[src/rtl/core/sbt_pkg.sv]
package sbt_pkg;

  // character codes
  localparam logic [7:0] ChSemi   = 8'h3B;
  localparam logic [7:0] ChBslash = 8'h5C;
  localparam logic [7:0] ChDquote = 8'h22;
  localparam logic [7:0] ChSquote = 8'h27;
  localparam logic [7:0] ChLf     = 8'h0A;
  localparam logic [7:0] ChCr     = 8'h0D;
  localparam logic [7:0] ChTab    = 8'h09;
  localparam logic [7:0] ChSpace  = 8'h20;
  localparam logic [7:0] ChZero   = 8'h30;
  localparam logic [7:0] ChLparen = 8'h28;
  localparam logic [7:0] ChRparen = 8'h29;
  localparam logic [7:0] ChLsq    = 8'h5B;
  localparam logic [7:0] ChRsq    = 8'h5D;
  localparam logic [7:0] ChLbrace = 8'h7B;
  localparam logic [7:0] ChRbrace = 8'h7D;
  localparam logic [7:0] ChN      = 8'h6E;
  localparam logic [7:0] ChR      = 8'h72;
  localparam logic [7:0] ChT      = 8'h74;

  // result kinds
  localparam logic KindChar = 1'b0;
  localparam logic KindEnd  = 1'b1;

  // most results one source byte can cause
  localparam int unsigned MaxResults = 3;
  localparam int unsigned CntW       = $clog2(MaxResults + 1);
  localparam int unsigned IdxW       = $clog2(MaxResults);

  typedef struct packed {
    logic       kind;
    logic [7:0] data;
  } result_t;

  typedef struct packed {
    result_t [MaxResults-1:0] res;
    logic [CntW-1:0]          cnt;
  } bundle_t;

  function automatic logic is_blank(input logic [7:0] b);
    return (b == ChSpace) || (b == ChLf) || (b == ChCr) || (b == ChTab);
  endfunction

  function automatic logic bracket_char(input logic [7:0] b);
    return (b == ChLparen) || (b == ChRparen) || (b == ChLsq) || (b == ChRsq) ||
           (b == ChLbrace) || (b == ChRbrace);
  endfunction

  function automatic logic [7:0] unescape(input logic [7:0] b);
    logic [7:0] r;
    r = b;
    if (b == ChN) r = ChLf;
    else if (b == ChR) r = ChCr;
    else if (b == ChT) r = ChTab;
    else if (b == ChZero) r = 8'h00;
    return r;
  endfunction

endpackage

[src/rtl/core/sexpr_byte_tokenizer.sv]
// data path: an accepted byte is held in the input request register, and its decoded
// results are loaded into the output register and offered from there one at a time
// throughput: one byte per cycle while each byte causes at most one result and the
// output is ready; a byte with several results holds the single output register until
// all are taken (brackets after an open token cause three), bytes with none retire at once
// reset: comment, string, escape, quote and open-token flags clear, no request held
module sexpr_byte_tokenizer (
  input  logic       clk_i,
  input  logic       rst_ni,
  input  logic       in_valid_i,
  output logic       in_ready_o,
  input  logic [7:0] in_byte_i,
  output logic       out_valid_o,
  input  logic       out_ready_i,
  output logic       kind_o,
  output logic [7:0] out_byte_o,
  output logic       last_o
);

  logic             bundle_valid;
  logic             bundle_ready;
  sbt_pkg::bundle_t bundle;

  // byte decode and tokenizer state
  sbt_decode u_decode (
    .clk_i          (clk_i),
    .rst_ni         (rst_ni),
    .in_valid_i     (in_valid_i),
    .in_ready_o     (in_ready_o),
    .in_byte_i      (in_byte_i),
    .bundle_valid_o (bundle_valid),
    .bundle_ready_i (bundle_ready),
    .bundle_o       (bundle)
  );

  // one result per cycle to the output while the output is ready
  sbt_emit u_emit (
    .clk_i          (clk_i),
    .rst_ni         (rst_ni),
    .bundle_valid_i (bundle_valid),
    .bundle_ready_o (bundle_ready),
    .bundle_i       (bundle),
    .out_valid_o    (out_valid_o),
    .out_ready_i    (out_ready_i),
    .kind_o         (kind_o),
    .out_byte_o     (out_byte_o),
    .last_o         (last_o)
  );

endmodule

[src/rtl/core/sbt_decode.sv]
module sbt_decode (
  input  logic             clk_i,
  input  logic             rst_ni,
  input  logic             in_valid_i,
  output logic             in_ready_o,
  input  logic [7:0]       in_byte_i,
  output logic             bundle_valid_o,
  input  logic             bundle_ready_i,
  output sbt_pkg::bundle_t bundle_o
);

  logic       s1_valid_q;
  logic [7:0] byte_q;
  logic       comment_q, comment_d;
  logic       string_q, string_d;
  logic       esc_q, esc_d;
  logic       single_q, single_d;
  logic       open_q, open_d;
  logic       advance;
  logic [7:0] close_quote;
  sbt_pkg::bundle_t bnd;

  // token decode of the held byte
  always_comb begin
    comment_d   = comment_q;
    string_d    = string_q;
    esc_d       = esc_q;
    single_d    = single_q;
    open_d      = open_q;
    bnd         = '0;
    close_quote = single_q ? sbt_pkg::ChSquote : sbt_pkg::ChDquote;
    priority if (comment_q) begin
      if (byte_q == sbt_pkg::ChLf) comment_d = 1'b0;
    end else if (string_q) begin
      priority if (esc_q) begin
        bnd.res[0] = '{kind: sbt_pkg::KindChar, data: sbt_pkg::unescape(byte_q)};
        bnd.cnt    = sbt_pkg::CntW'(1);
        esc_d      = 1'b0;
        open_d     = 1'b1;
      end else if (byte_q == sbt_pkg::ChBslash) begin
        esc_d = 1'b1;
      end else if (byte_q == close_quote) begin
        bnd.res[0] = '{kind: sbt_pkg::KindChar, data: byte_q};
        bnd.res[1] = '{kind: sbt_pkg::KindEnd, data: 8'h00};
        bnd.cnt    = sbt_pkg::CntW'(2);
        string_d   = 1'b0;
        open_d     = 1'b0;
      end else begin
        bnd.res[0] = '{kind: sbt_pkg::KindChar, data: byte_q};
        bnd.cnt    = sbt_pkg::CntW'(1);
        open_d     = 1'b1;
      end
    end else if (byte_q == sbt_pkg::ChSemi) begin
      comment_d = 1'b1;
    end else if (byte_q == sbt_pkg::ChDquote || byte_q == sbt_pkg::ChSquote) begin
      bnd.res[0] = '{kind: sbt_pkg::KindChar, data: byte_q};
      bnd.cnt    = sbt_pkg::CntW'(1);
      string_d   = 1'b1;
      esc_d      = 1'b0;
      single_d   = (byte_q == sbt_pkg::ChSquote);
      open_d     = 1'b1;
    end else if (sbt_pkg::is_blank(byte_q)) begin
      if (open_q) begin
        bnd.res[0] = '{kind: sbt_pkg::KindEnd, data: 8'h00};
        bnd.cnt    = sbt_pkg::CntW'(1);
      end
      open_d = 1'b0;
    end else if (sbt_pkg::bracket_char(byte_q)) begin
      if (open_q) begin
        bnd.res[0] = '{kind: sbt_pkg::KindEnd, data: 8'h00};
        bnd.res[1] = '{kind: sbt_pkg::KindChar, data: byte_q};
        bnd.res[2] = '{kind: sbt_pkg::KindEnd, data: 8'h00};
        bnd.cnt    = sbt_pkg::CntW'(3);
      end else begin
        bnd.res[0] = '{kind: sbt_pkg::KindChar, data: byte_q};
        bnd.res[1] = '{kind: sbt_pkg::KindEnd, data: 8'h00};
        bnd.cnt    = sbt_pkg::CntW'(2);
      end
      open_d = 1'b0;
    end else begin
      bnd.res[0] = '{kind: sbt_pkg::KindChar, data: byte_q};
      bnd.cnt    = sbt_pkg::CntW'(1);
      open_d     = 1'b1;
    end
  end

  // a byte with no results retires without waiting on the emitter
  assign bundle_valid_o = s1_valid_q && (bnd.cnt != '0);
  assign bundle_o       = bnd;
  assign advance        = s1_valid_q && ((bnd.cnt == '0) || bundle_ready_i);
  assign in_ready_o     = !s1_valid_q || advance;

  // input request register
  always_ff @(posedge clk_i or negedge rst_ni) begin
    if (!rst_ni) begin
      s1_valid_q <= 1'b0;
    end else if (in_ready_o) begin
      s1_valid_q <= in_valid_i;
    end
  end

  always_ff @(posedge clk_i) begin
    if (in_ready_o && in_valid_i) begin
      byte_q <= in_byte_i;
    end
  end

  // tokenizer state, committed when the byte retires
  always_ff @(posedge clk_i or negedge rst_ni) begin
    if (!rst_ni) begin
      comment_q <= 1'b0;
      string_q  <= 1'b0;
      esc_q     <= 1'b0;
      single_q  <= 1'b0;
      open_q    <= 1'b0;
    end else if (advance) begin
      comment_q <= comment_d;
      string_q  <= string_d;
      esc_q     <= esc_d;
      single_q  <= single_d;
      open_q    <= open_d;
    end
  end

  // an escape is only pending inside a string
  a_esc_in_string: assert property (@(posedge clk_i) disable iff (!rst_ni)
    esc_q |-> string_q)
    else $error("escape pending outside a string");

  // comment and string modes never overlap
  a_modes_exclusive: assert property (@(posedge clk_i) disable iff (!rst_ni)
    !(comment_q && string_q))
    else $error("comment and string mode both set");

  // a held byte that waits keeps the state untouched
  a_state_hold: assert property (@(posedge clk_i) disable iff (!rst_ni)
    (s1_valid_q && !advance) |=> ($stable(open_q) && $stable(string_q) &&
                                  $stable(comment_q)))
    else $error("tokenizer state changed while byte stalled");

endmodule

[src/rtl/core/sbt_emit.sv]
module sbt_emit (
  input  logic             clk_i,
  input  logic             rst_ni,
  input  logic             bundle_valid_i,
  output logic             bundle_ready_o,
  input  sbt_pkg::bundle_t bundle_i,
  output logic             out_valid_o,
  input  logic             out_ready_i,
  output logic             kind_o,
  output logic [7:0]       out_byte_o,
  output logic             last_o
);

  logic                     valid_q;
  logic [sbt_pkg::IdxW-1:0] idx_q;
  sbt_pkg::bundle_t         bundle_q;
  sbt_pkg::result_t         cur;
  logic                     fire;
  logic                     done;
  logic                     load;

  // current result of the held bundle
  assign cur         = bundle_q.res[idx_q];
  assign out_valid_o = valid_q;
  assign kind_o      = cur.kind;
  assign out_byte_o  = cur.data;
  assign last_o      = (sbt_pkg::CntW'(idx_q) == (bundle_q.cnt - sbt_pkg::CntW'(1)));

  assign fire           = valid_q && out_ready_i;
  assign done           = fire && last_o;
  assign bundle_ready_o = !valid_q || done;
  assign load           = bundle_valid_i && bundle_ready_o;

  // result sequencing
  always_ff @(posedge clk_i or negedge rst_ni) begin
    if (!rst_ni) begin
      valid_q <= 1'b0;
      idx_q   <= '0;
    end else if (load) begin
      valid_q <= 1'b1;
      idx_q   <= '0;
    end else if (done) begin
      valid_q <= 1'b0;
    end else if (fire) begin
      idx_q <= idx_q + sbt_pkg::IdxW'(1);
    end
  end

  always_ff @(posedge clk_i) begin
    if (load) begin
      bundle_q <= bundle_i;
    end
  end

  // the index stays inside the held bundle
  a_idx_range: assert property (@(posedge clk_i) disable iff (!rst_ni)
    valid_q |-> ((sbt_pkg::CntW'(idx_q) < bundle_q.cnt) && (bundle_q.cnt != '0)))
    else $error("result index beyond bundle");

  // a token end carries a zero byte
  a_end_zero: assert property (@(posedge clk_i) disable iff (!rst_ni)
    (valid_q && kind_o == sbt_pkg::KindEnd) |-> (out_byte_o == 8'h00))
    else $error("token end with nonzero byte");

  // a non-final result taken moves to the next slot of the same bundle
  a_step: assert property (@(posedge clk_i) disable iff (!rst_ni)
    (fire && !last_o) |=> (valid_q && idx_q == $past(idx_q) + sbt_pkg::IdxW'(1)))
    else $error("result sequence skipped or lost");

endmodule
[config.mk]
export PLATFORM = sky130hd
export DESIGN_NAME = sexpr_byte_tokenizer
export DESIGN_NICKNAME = d
export VERILOG_FILES = /design/src/rtl/core/sbt_pkg.sv /design/src/rtl/core/sexpr_byte_tokenizer.sv /design/src/rtl/core/sbt_decode.sv /design/src/rtl/core/sbt_emit.sv
export SDC_FILE = /design/constraint.sdc
export NUM_CORES = 1
export LEC_CHECK = 0
export BUFFER_PORTS_ARGS = -buffer_cell sky130_fd_sc_hd__buf_2
export CAP_MARGIN = 10
export CORE_MARGIN = 2
export CORE_UTILIZATION = 58
export CTS_CLUSTER_SIZE = 28
export DETAILED_ROUTE_END_ITERATION = 8
export HOLD_SLACK_MARGIN = 0.1
export PLACE_DENSITY = 0.76
export SLEW_MARGIN = 20
export SYNTH_ARGS = -nofsm -noshare
export SYNTH_HDL_FRONTEND = slang
export SYNTH_SLANG_ARGS = --single-unit
export TNS_END_PERCENT = 10
[constraint.sdc]
create_clock -name clk_i -period 3.8 [get_ports clk_i]
set_input_delay 0 -clock clk_i [delete_from_list [all_inputs] [get_ports clk_i]]
set_output_delay 0 -clock clk_i [all_outputs]
set_load 0.02 [all_outputs]
Word level (Yosys, flattened, before mapping):

Index checks and enable logic that the tools add are counted.

* register bits: 46
* word-level logic and storage cells: 128
* output and inout bits: 12

* multiplexer cells: 51
* bitwise operators: 4
* equal/unequal tests: 23
* $add $sub $neg: 2
* reductions and logical operators: 31
* order comparisons: 1

Operator list (number)
* 8-bit by 7-bit equality test with 1-bit output, second input constant: 8
* 20-bit 2-to-1 mux: 3
* 8-bit by 6-bit equality test with 1-bit output, second input constant: 7
* 11-bit 2-to-1 mux: 5
* 18-bit 2-to-1 mux: 3
* 9-bit 2-to-1 mux: 4
* 8-bit 2-to-1 mux: 4
* 29-bit 2-to-1 mux: 1
* 8-bit by 4-bit equality test with 1-bit output, second input constant: 3
* 1-bit 2-to-1 mux: 24
* 9-bit binary-select mux with 2-bit select: 1
* 1-bit logical OR: 12
* 2-bit 2-to-1 mux: 5
* 8-bit by 6-bit equality test with 1-bit output: 1
* 4-bit AND reduction: 2
* 2-bit nonzero test: 4
* 1-bit logical AND: 6
* 6-bit OR reduction: 1
* 5-bit AND reduction: 1
* 1-bit inverter: 4
* 2-bit AND reduction: 2
* 2-bit by 3-bit less-than comparator with 1-bit output, second input constant: 1
* 3-bit 2-to-1 mux: 1
* 3-bit inequality test, second input constant: 1
* 7 further kinds: 8

Depth between registers and ports, before layout:

Gate-level depths: netlist of the first run.

* word-level depth: 17
* depth in mapped cells: 7

By module:

Synthesis of the first run repeated with hierarchy kept, for this count alone.

* cells, all modules: 242
* area total of the unflattened synthesis: 2516.2 um^2

By module, submodules not included
* sbt_emit: area an instance 1330.0 um^2, cells each 93, times used 1
* sbt_decode: area an instance 1186.1 um^2, cells each 149, times used 1

Least setup slack after synthesis of the first run:

Ideal clock, no wire load.

* path kind: reg-to-reg
* start: reg u_decode.byte_q[6]
* end: reg u_decode.byte_q[0], enable pin
* setup slack: 1.106 ns
* buffers on the path: 0
* data arrival time: 2.309 ns
* stages on the path, launching flop included: 7
* setup time: 0.385 ns
* data required time: 3.415 ns
* cells stage by stage: edfxtp_1 > or3_4 > or3_4 > o21ai_1 > o21a_1 > o21ai_2 > a21boi_0

* cells in the longest elaborated chain, start to end: 17
* elaborated cells between the ends (all ways): 38
* classes of those cells: eq/ne (15); mux (9); reduce/logical (14)

RTL lines
* start: declaration: line sbt_decode.sv:13 `logic [7:0] byte_q;`
* start signal: assignment: line sbt_decode.sv:104 `byte_q <= in_byte_i;`
* 8-bit by 6-bit equality test with 1-bit output: line sbt_pkg.sv:47 `return (b == ChLparen) || (b == ChRparen) || (b == ChLsq) || (b == ChRsq) ||`
* 1-bit logical OR (4 in series): line sbt_pkg.sv:47
* 1-bit logical OR: line sbt_pkg.sv:48 `(b == ChLbrace) || (b == ChRbrace);`
* 11-bit 2-to-1 mux: line sbt_decode.sv:68 `end else if (sbt_pkg::bracket_char(byte_q)) begin`
* 11-bit 2-to-1 mux: line sbt_decode.sv:62 `end else if (sbt_pkg::is_blank(byte_q)) begin`
* 11-bit 2-to-1 mux: line sbt_decode.sv:55 `end else if (byte_q == sbt_pkg::ChDquote || byte_q == sbt_pkg::ChSquote) begin`
* 29-bit 2-to-1 mux: line sbt_decode.sv:53 `end else if (byte_q == sbt_pkg::ChSemi) begin`
* 20-bit 2-to-1 mux *: line sbt_decode.sv:34 `end else if (string_q) begin`
* 2-bit 2-to-1 mux *: line sbt_decode.sv:32 `priority if (comment_q) begin`
* 2-bit zero test *: line sbt_decode.sv:90 `assign advance = s1_valid_q && ((bnd.cnt == '0) || bundle_ready_i);`
* 1-bit logical OR *: line sbt_decode.sv:90
* 1-bit logical AND *: line sbt_decode.sv:90
* 1-bit logical OR *: line sbt_decode.sv:91 `assign in_ready_o = !s1_valid_q || advance;`
* 1-bit logical AND *: line sbt_decode.sv:103 `if (in_ready_o && in_valid_i) begin`

Mark *: on every way between the ends. The rest lies on a longest branch, timed or not.
A chain may end at the register's enable or synchronous reset.

Worst setup path after layout of the first run:

* start: reg u_decode.byte_q[2]
* end: reg u_decode.byte_q[6], enable pin

The elaborated chain is that of the path after synthesis.

==> flow_summary.ini, run 1 <==
[placed_design]
routabilityCongestion = 0.886
dpl_cell_area_um2 = 2340
pre_cts_slack_ns = 1.16
port_buffers = 23
dp_hpwl_um = 3180
placed_cells_incl_taps = 273

[clock_network]
cts_tree = yes
cts.clk_slew.worst_paths_ns = 0.08
cts_sinks = 38
clk_latency_ns = 0.29
cts_htree_levels = 2
cts-buffers-inserted = 5
cts_root_buf = clkbuf_8
cts_resized = 0
clock_path_buffers = 2

[route]
drt_wl_total_um = 4430
drt_drc_violations_left = 0
wl_per_cell_um = 15.2
drtIter0Drc = 70
drtPass1Iterations = 4
dr_total_vias = 1718
detail-route-antenna-nets = 0
post_drt_via_cell_ratio = 5.88

[critical_path]
rrSetupSlack_ns = 1.08
cp_common_cell = or3_4
crit_fanout = 14
arrival_ns = 2.73
end_kind = register
setup.worst_path.start_class = register
criticalPathCategory = register to register
crit_required_ns = 3.81
crit_chain = or3_4 -> or3_4 -> o21ai_1 -> o21a_1 -> o21ai_2 -> a21boi_0 -> buf_4
crit_slowest_cell = edfxtp_1
max_stage_delay_ns = 0.58

[layout]
largest_register = u_emit.bundle_q
area_growth_pct = 18.0
utilization = 0.712
final_common_cell = edfxtp_1
largest_register_ffs = 21
fillers = 268
finalInstanceArea_um2 = 2590
fin_cells = 292
top_regs = u_emit.bundle_q (21), u_decode.byte_q (8), u_emit.idx_q (2)
layout-drive-gt1-share = 0.184
antenna_cells = 0
final_net_count = 255
final_cell_mix = edfxtp_1, nor2_1, buf_2

[timing]
setup_slack_ns = 1.08
setup_viol = 0
rsz0062_at_grt = false
worstMarginPinSlew_ns = 0.676
whs_ns = 0.126
fin_setup_tns_ns = 0
post-route-period-util = 0.715
clock.fmax_mhz = 368
finalMaxSlewViolations = 0
hold_viol_final = 0
fin_crit_ns = 2.72
finClkSkew_ns = 0.00488
max_slew_margin = 0.549

[synthesis]
ys_seq_area_frac = 0.500
avgSynthCellArea_um2 = 10.4
synthArstFlopShare = 0.237
ys.flop_type = edfxtp_1
yosysWarningCount = 0
synth.distinct_cells = 54
synth-edff-count = 29
synth-seq-cells = 38
synth_nets = 222
syn_inst = 210
syn_area_um2 = 2190

[pwr]
p_leak_nw = 1.01
power_density_nw_per_um2 = 761
ir_drop_mv = 0.405
power.total_mw = 1.97

[global_route]
antenna_found_initial = 0
grt_max_degree = 22
grt_usage = 0.230
grt_pass1_wl_um = 7430
first_global_vias = 1606
grt_overflow_total = 0

[floorplan]
num_rows = 22
initial_core_util = 0.603
coreArea_um2 = 3630
ios = 24
die_w_um = 65.5
die-area_um2 = 4290
fp.dieH_um = 65.5

[status]
status = finished, final reports clean

[hold_path]
hold_path.class = primary input to register

[job]
maxCapViolCount = 0
what timing repair did:
action	4_1_cts	5_1_grt
buffers inserted	0	0
hold endpoints to repair	18	0
hold buffers	11	0
final cells by class:
type | instances | area [um^2] | share of cell area
Sequential cell | 38 | 1100 | 0.424
Multi-Input combinational cell | 156 | 1030 | 0.398
Timing Repair Buffer | 36 | 240 | 0.0928
Clock buffer | 5 | 68.8 | 0.0266
Clock inverter | 3 | 68.8 | 0.0266
Tap cell | 48 | 60.1 | 0.0232
Inverter | 6 | 22.5 | 0.00870
kinds of logic after synthesis:
logic type | share of synthesized area
AOI/OAI and AO/OA | 0.191
xor gates and xnor gates | 0.00799
buffers and inverters | 0.0297
DFF | 0.500
muxes | 0.0502
other | 0.00171
and+or+nand+nor | 0.220
worst max-delay path: cells and delay by family (launching register included):
family	cells	cell delay [ns]
AO/OA/AOI/OAI	4	0.86
AND/OR/NAND/NOR	2	0.76
flip-flops	1	0.58
buffers and inverters	1	0.23
per-layer routing:
layer | share of wire | vias to the layer above | wire (um) | global-route usage
met5 | 0 | - | 0 | 0
met4 | 0.021 | 0 | 95 | 0.0911
met3 | 0.051 | 9 | 224 | 0.0531
met2 | 0.49 | 55 | 2170 | 0.374
met1 | 0.44 | 804 | 1940 | 0.298
li1 | - | 850 | - | -
synth_stat cells, types with 3 or more instances:
| cell | number | share of area |
|---|---|---|
| a21oi_1 | 10 | 0.023 |
| a31oi_1 | 3 | 0.0086 |
| and2_1 | 6 | 0.017 |
| and3_1 | 3 | 0.0086 |
| buf_2 | 4 | 0.0091 |
| clkbuf_1 | 5 | 0.0086 |
| dfrtp_1 | 9 | 0.10 |
| edfxtp_1 | 29 | 0.40 |
| inv_1 | 6 | 0.010 |
| mux2i_1 | 11 | 0.050 |
| nand2_1 | 13 | 0.022 |
| nand2b_1 | 5 | 0.014 |
| nand3_1 | 3 | 0.0068 |
| nor2_1 | 27 | 0.046 |
| nor2b_1 | 7 | 0.020 |
| nor3_1 | 5 | 0.011 |
| nor3b_1 | 5 | 0.017 |
| o21a_1 | 3 | 0.010 |
| o21ai_0 | 11 | 0.025 |
| o31ai_1 | 3 | 0.010 |
path summary, 6_finish.rpt:
path                                     from                  to  cells after the start
min in group asynchronous              rst_ni      u_decode.esc_q                      3
min                               out_ready_i     u_emit.idx_q[0]                      4
min reg2reg                 u_decode.single_q   u_decode.single_q                      2
max reg2reg                u_decode.byte_q[2]  u_decode.byte_q[6]                      7
max                        u_decode.byte_q[2]  u_decode.byte_q[6]                      7
max in group asynchronous              rst_ni  u_emit.out_valid_o                      3
where the power goes:
part           internal, mW  total, mW  switching, mW
clock                 0.263      0.406          0.143
combinational         0.310      0.774          0.464
sequential            0.620      0.790          0.170
total                  1.19       1.97          0.777
Power figures use the tool's default switching activity.
==> inputs of run 2 (changes only) <==
- clock period: 3.8 -> 2.65 ns (I/O delays scaled with it)
==> run 2 against run 1 <==
Worst setup slack lost 0.94 ns; clock skew shrank 0.00066 ns; sequential cell count is the same; final cell count grew 2.7%.
==> flow_summary.ini, run 2 (synthesized netlist as in run 1, its figures left out) <==
[floorplan]
die-area_um2 = 4290
fp.dieH_um = 65.5
coreArea_um2 = 3630
num_rows = 22
die_w_um = 65.5
initial_core_util = 0.603
ios = 24

[critical_path]
rrSetupSlack_ns = 0.14
arrival_ns = 2.51
setup.worst_path.start_class = register
crit_required_ns = 2.65
end_kind = register
criticalPathCategory = register to register
crit_fanout = 21

[global_route]
grt_max_degree = 22
first_global_vias = 1719
grt_pass1_wl_um = 8010
grt_overflow_total = 0
grt_usage = 0.249
antenna_found_initial = 0

[clock_network]
clock_path_buffers = 2
cts-buffers-inserted = 5
cts_htree_levels = 2
cts_tree = yes
cts_hold_buf = 11
clk_latency_ns = 0.29
cts_root_buf = clkbuf_8
cts_resized = 0
cts.clk_slew.worst_paths_ns = 0.07
cts_setup_buffers = 0
cts_sinks = 38

[pwr]
ir_drop_mv = 0.552
power_density_nw_per_um2 = 1100
p_leak_nw = 1.05

[route]
drtIter0Drc = 95
detail-route-antenna-nets = 0
dr_total_vias = 1799
drtPass1Iterations = 5
post_drt_via_cell_ratio = 6.00
wl_per_cell_um = 15.7
drt_wl_total_um = 4720
drt_drc_violations_left = 0

[layout]
top_regs = u_emit.bundle_q (21), u_decode.byte_q (8), u_emit.idx_q (2)
layout-drive-gt1-share = 0.210
final_net_count = 263
largest_register = u_emit.bundle_q
antenna_cells = 0
largest_register_ffs = 21
final_common_cell = edfxtp_1
seq_area_um2 = 1100
utilization = 0.732
multi_input_area_um2 = 1030
area_growth_pct = 21.3
final_cell_mix = edfxtp_1, nor2_1, buf_2
fillers = 283

[timing]
post-route-period-util = 0.946
hold_viol_final = 0
worstMarginPinSlew_ns = 0.518
fin_setup_tns_ns = 0
finClkSkew_ns = 0.00422
finalMaxSlewViolations = 0
clock.fmax_mhz = 399
fin_crit_ns = 2.51
rsz0062_at_grt = false
setup_viol = 0
max_slew_margin = 0.650

[placed_design]
dp_hpwl_um = 3370
port_buffers = 23
routabilityCongestion = 0.924

[hold_path]
hold_path.class = primary input to register

[status]
status = finished, final reports clean

[job]
maxCapViolCount = 0
run 2: area by class of cell:
type	instances	share of cell area
inverter	6	0.00847
multi-input combinational	156	0.388
clock buffer	5	0.0259
tap	48	0.0226
timing repair buffer	44	0.118
sequential	38	0.412
clock inverter	3	0.0259
run 2: worst paths after layout:
| path | start | end | cells past startpoint |
|---|---|---|---|
| setup / recovery | u_decode.byte_q[2] | u_emit.bundle_q[4] | 7 |
| hold / removal | out_ready_i | u_emit.idx_q[0] | 4 |
| setup reg to reg | u_decode.byte_q[2] | u_emit.bundle_q[4] | 7 |
| hold reg to reg | u_decode.single_q | u_decode.single_q | 2 |
| max in group asynchronous | rst_ni | u_emit.idx_q[1] | 3 |
| min in group asynchronous | rst_ni | u_decode.esc_q | 3 |
run 2: per-layer routing:
metal  vias to the layer above  GRT usage  wire length [um]
met5                         -          0                 0
met4                         0      0.146               170
met3                        18     0.0445               251
met2                        67      0.386              2300
met1                       850      0.328              1990
li1                        864          -                 -
run 2: worst max-delay path, stage by stage, from the launching register on:
cell	delay (ns)
edfxtp_1	0.54
nor2b_1	0.26
o211a_1	0.27
or2_4	0.28
o21a_1	0.19
o21ai_2	0.23
and3_1	0.26
buf_12	0.17
run 2: power breakdown:
group / switching, mW / leakage, nW / total, mW / internal, mW
sequential: 0.165 / 0.376 / 1.06 / 0.890
combinational: 0.772 / 0.609 / 1.29 / 0.514
clock: 0.208 / 0.0683 / 0.584 / 0.377
run 2: through the flow:
step / setup slack (ns) / power (mW) / instance area (um^2) / instances / hold slack, ns
after CTS: 0.154 / 2.93 / 2660 / 300 / 0.178
after global routing: 0.00194 / 3.10 / 2660 / 300 / 0.228
final: 0.142 / 2.93 / 2660 / 300 / 0.181
after detailed placement: 0.176 / 2.33 / 2410 / 281 / -0.138
after global placement: 0.222 / 2.29 / 2410 / 281 / -0.146
after floorplan: 0.0766 / 1.93 / 2190 / 210 / -0.296
==> inputs of run 3 (changes only) <==
- PLACE_DENSITY: 0.76 -> 0.88
==> run 3 against run 2 <==
Combinational power hardly changed; register-to-register slack worse by 0.02 ns; largest power group unchanged; clock skew increased by 0.0025 ns; global-route usage down 1.5 points; routed wire length shrank 6.9%; via count decreased by 2.5%; cell area increased by 0.24%; critical path depth stayed put; clock power fell by 0.7%; sequential power about the same.
==> flow_summary.ini, run 3 (synthesized netlist as in run 1, its figures left out) <==
[status]
status = finished, final reports clean

[global_route]
grt.met3_usage = 0.0411
grt_overflow_total = 0
first_global_vias = 1623
grt_max_degree = 22
busiest_layer = met2
grt_pass1_wl_um = 7650
grt_usage = 0.233
grt_use_met2 = 0.383
met1_usage = 0.323
antenna_found_initial = 0

[pwr]
p_leak_nw = 1.06
power.total_mw = 2.90
ir_drop_mv = 0.561
power_density_nw_per_um2 = 1090

[critical_path]
criticalPathCategory = register to register
crit_slowest_cell = edfxtp_1
arrival_ns = 2.52
crit_required_ns = 2.65
max_stage_delay_ns = 0.52
cp_top_family = simple AND/OR/NAND/NOR gates
crit_fanout = 21
setup.worst_path.start_class = register
critPathBufInv = 1
crit_chain = nor2b_1 -> o211a_1 -> or2_4 -> o21a_1 -> o21ai_2 -> and3_1 -> buf_12
end_kind = register

[floorplan]
ios = 24
num_rows = 22
die-area_um2 = 4290
die_w_um = 65.5
coreArea_um2 = 3630
fp.dieH_um = 65.5
initial_core_util = 0.603

[route]
detail-route-antenna-nets = 0
dr_total_vias = 1754
drt_wl_total_um = 4400
wl_per_cell_um = 14.7
drtPass1Iterations = 4
post_drt_via_cell_ratio = 5.85
drt_drc_violations_left = 0
drtIter0Drc = 91

[layout]
antenna_cells = 0
final_net_count = 263
largest_register_ffs = 21
final_common_cell = edfxtp_1
final_cell_mix = edfxtp_1, nor2_1, buf_2
layout-drive-gt1-share = 0.214
area_growth_pct = 21.6
top_regs = u_emit.bundle_q (21), u_decode.byte_q (8), u_emit.idx_q (2)
largest_register = u_emit.bundle_q

[timing]
finClkSkew_ns = 0.00670
finalMaxSlewViolations = 0
max_slew_margin = 0.628
rsz0062_at_grt = false
setup_slack_ns = 0.126
fin_setup_tns_ns = 0
post-route-period-util = 0.952
clock.fmax_mhz = 396
worstMarginPinSlew_ns = 0.551
fin_crit_ns = 2.52
setup_viol = 0
hold_viol_final = 0

[clock_network]
cts_htree_levels = 2
clock_path_buffers = 2
cts-buffers-inserted = 5
cts_root_buf = clkbuf_8
cts_sinks = 38
clk_latency_ns = 0.28
cts_tree = yes
cts.clk_slew.worst_paths_ns = 0.08

[placed_design]
port_buffers = 23
routabilityCongestion = 0.992
dp_hpwl_um = 3170
pre_cts_slack_ns = 0.169

[hold_path]
hold_path.class = primary input to register

[job]
maxCapViolCount = 0
==> run 3: cell counts in the layout (fill, tap and decap cells not counted) <==
Identical to the previous run, type by type.
==> run 3: layout make-up <==
type                    count  area, um^2
flip-flops and latches     38        1100
multi-input cells         156        1040
fillers                   266         967
repair buffers             44         313
clock buffers               5        68.8
clock inverters             3        68.8
well taps                  48        60.1
inverters                   6        22.5
==> run 3: metal layers <==
metal	part of all wire	vias up
met3	0.045	8
li1	-	867
met5	0	-
met4	0.012	0
met1	0.46	829
met2	0.48	50
==> run 3: final timing paths <==
check,start,endpoint,slack [ns],cells past startpoint
max in group asynchronous,rst_ni,u_emit.idx_q[1],1.64,3
hold / removal,out_ready_i,u_emit.idx_q[0],0.12,4
setup / recovery,u_decode.byte_q[2],u_emit.bundle_q[7],0.13,7
setup reg to reg,u_decode.byte_q[2],u_emit.bundle_q[7],0.13,7
min in group asynchronous,rst_ni,u_decode.string_q,0.72,3
hold reg to reg,u_decode.single_q,u_decode.single_q,0.58,2
==> run 3: power breakdown <==
| group | leakage, nW | total (mW) | internal (mW) | switching [mW] |
|---|---|---|---|---|
| registers | 0.376 | 1.05 | 0.889 | 0.159 |
| clock network | 0.0683 | 0.580 | 0.377 | 0.203 |
| logic | 0.611 | 1.28 | 0.515 | 0.760 |
==> run 3: worst min-delay path, stage by stage <==
cell	delay, ns
buf_2	0.11
mux2i_1	0.13
a32oi_1	0.07
o21ai_0	0.07
==> run 3: repair_timing <==
action / 4_1_cts / 5_1_grt
setup endpoints to repair: 0 / 21
buffers inserted: 0 / 0
hold endpoints to repair: 18 / 0
gates resized for setup: 0 / 1
hold buffers: 11 / 0
==> run 3: per-stage QoR <==
step            util  instances  instance area, um^2  hold WS, ns
6_report       0.734        300                 2670        0.124
2_1_floorplan      -        210                 2190       -0.296
3_3_place_gp   0.664        281                 2410       -0.141
4_1_cts        0.732        300                 2660        0.122
3_5_place_dp   0.664        281                 2410       -0.138
5_1_grt        0.734        300                 2670        0.180
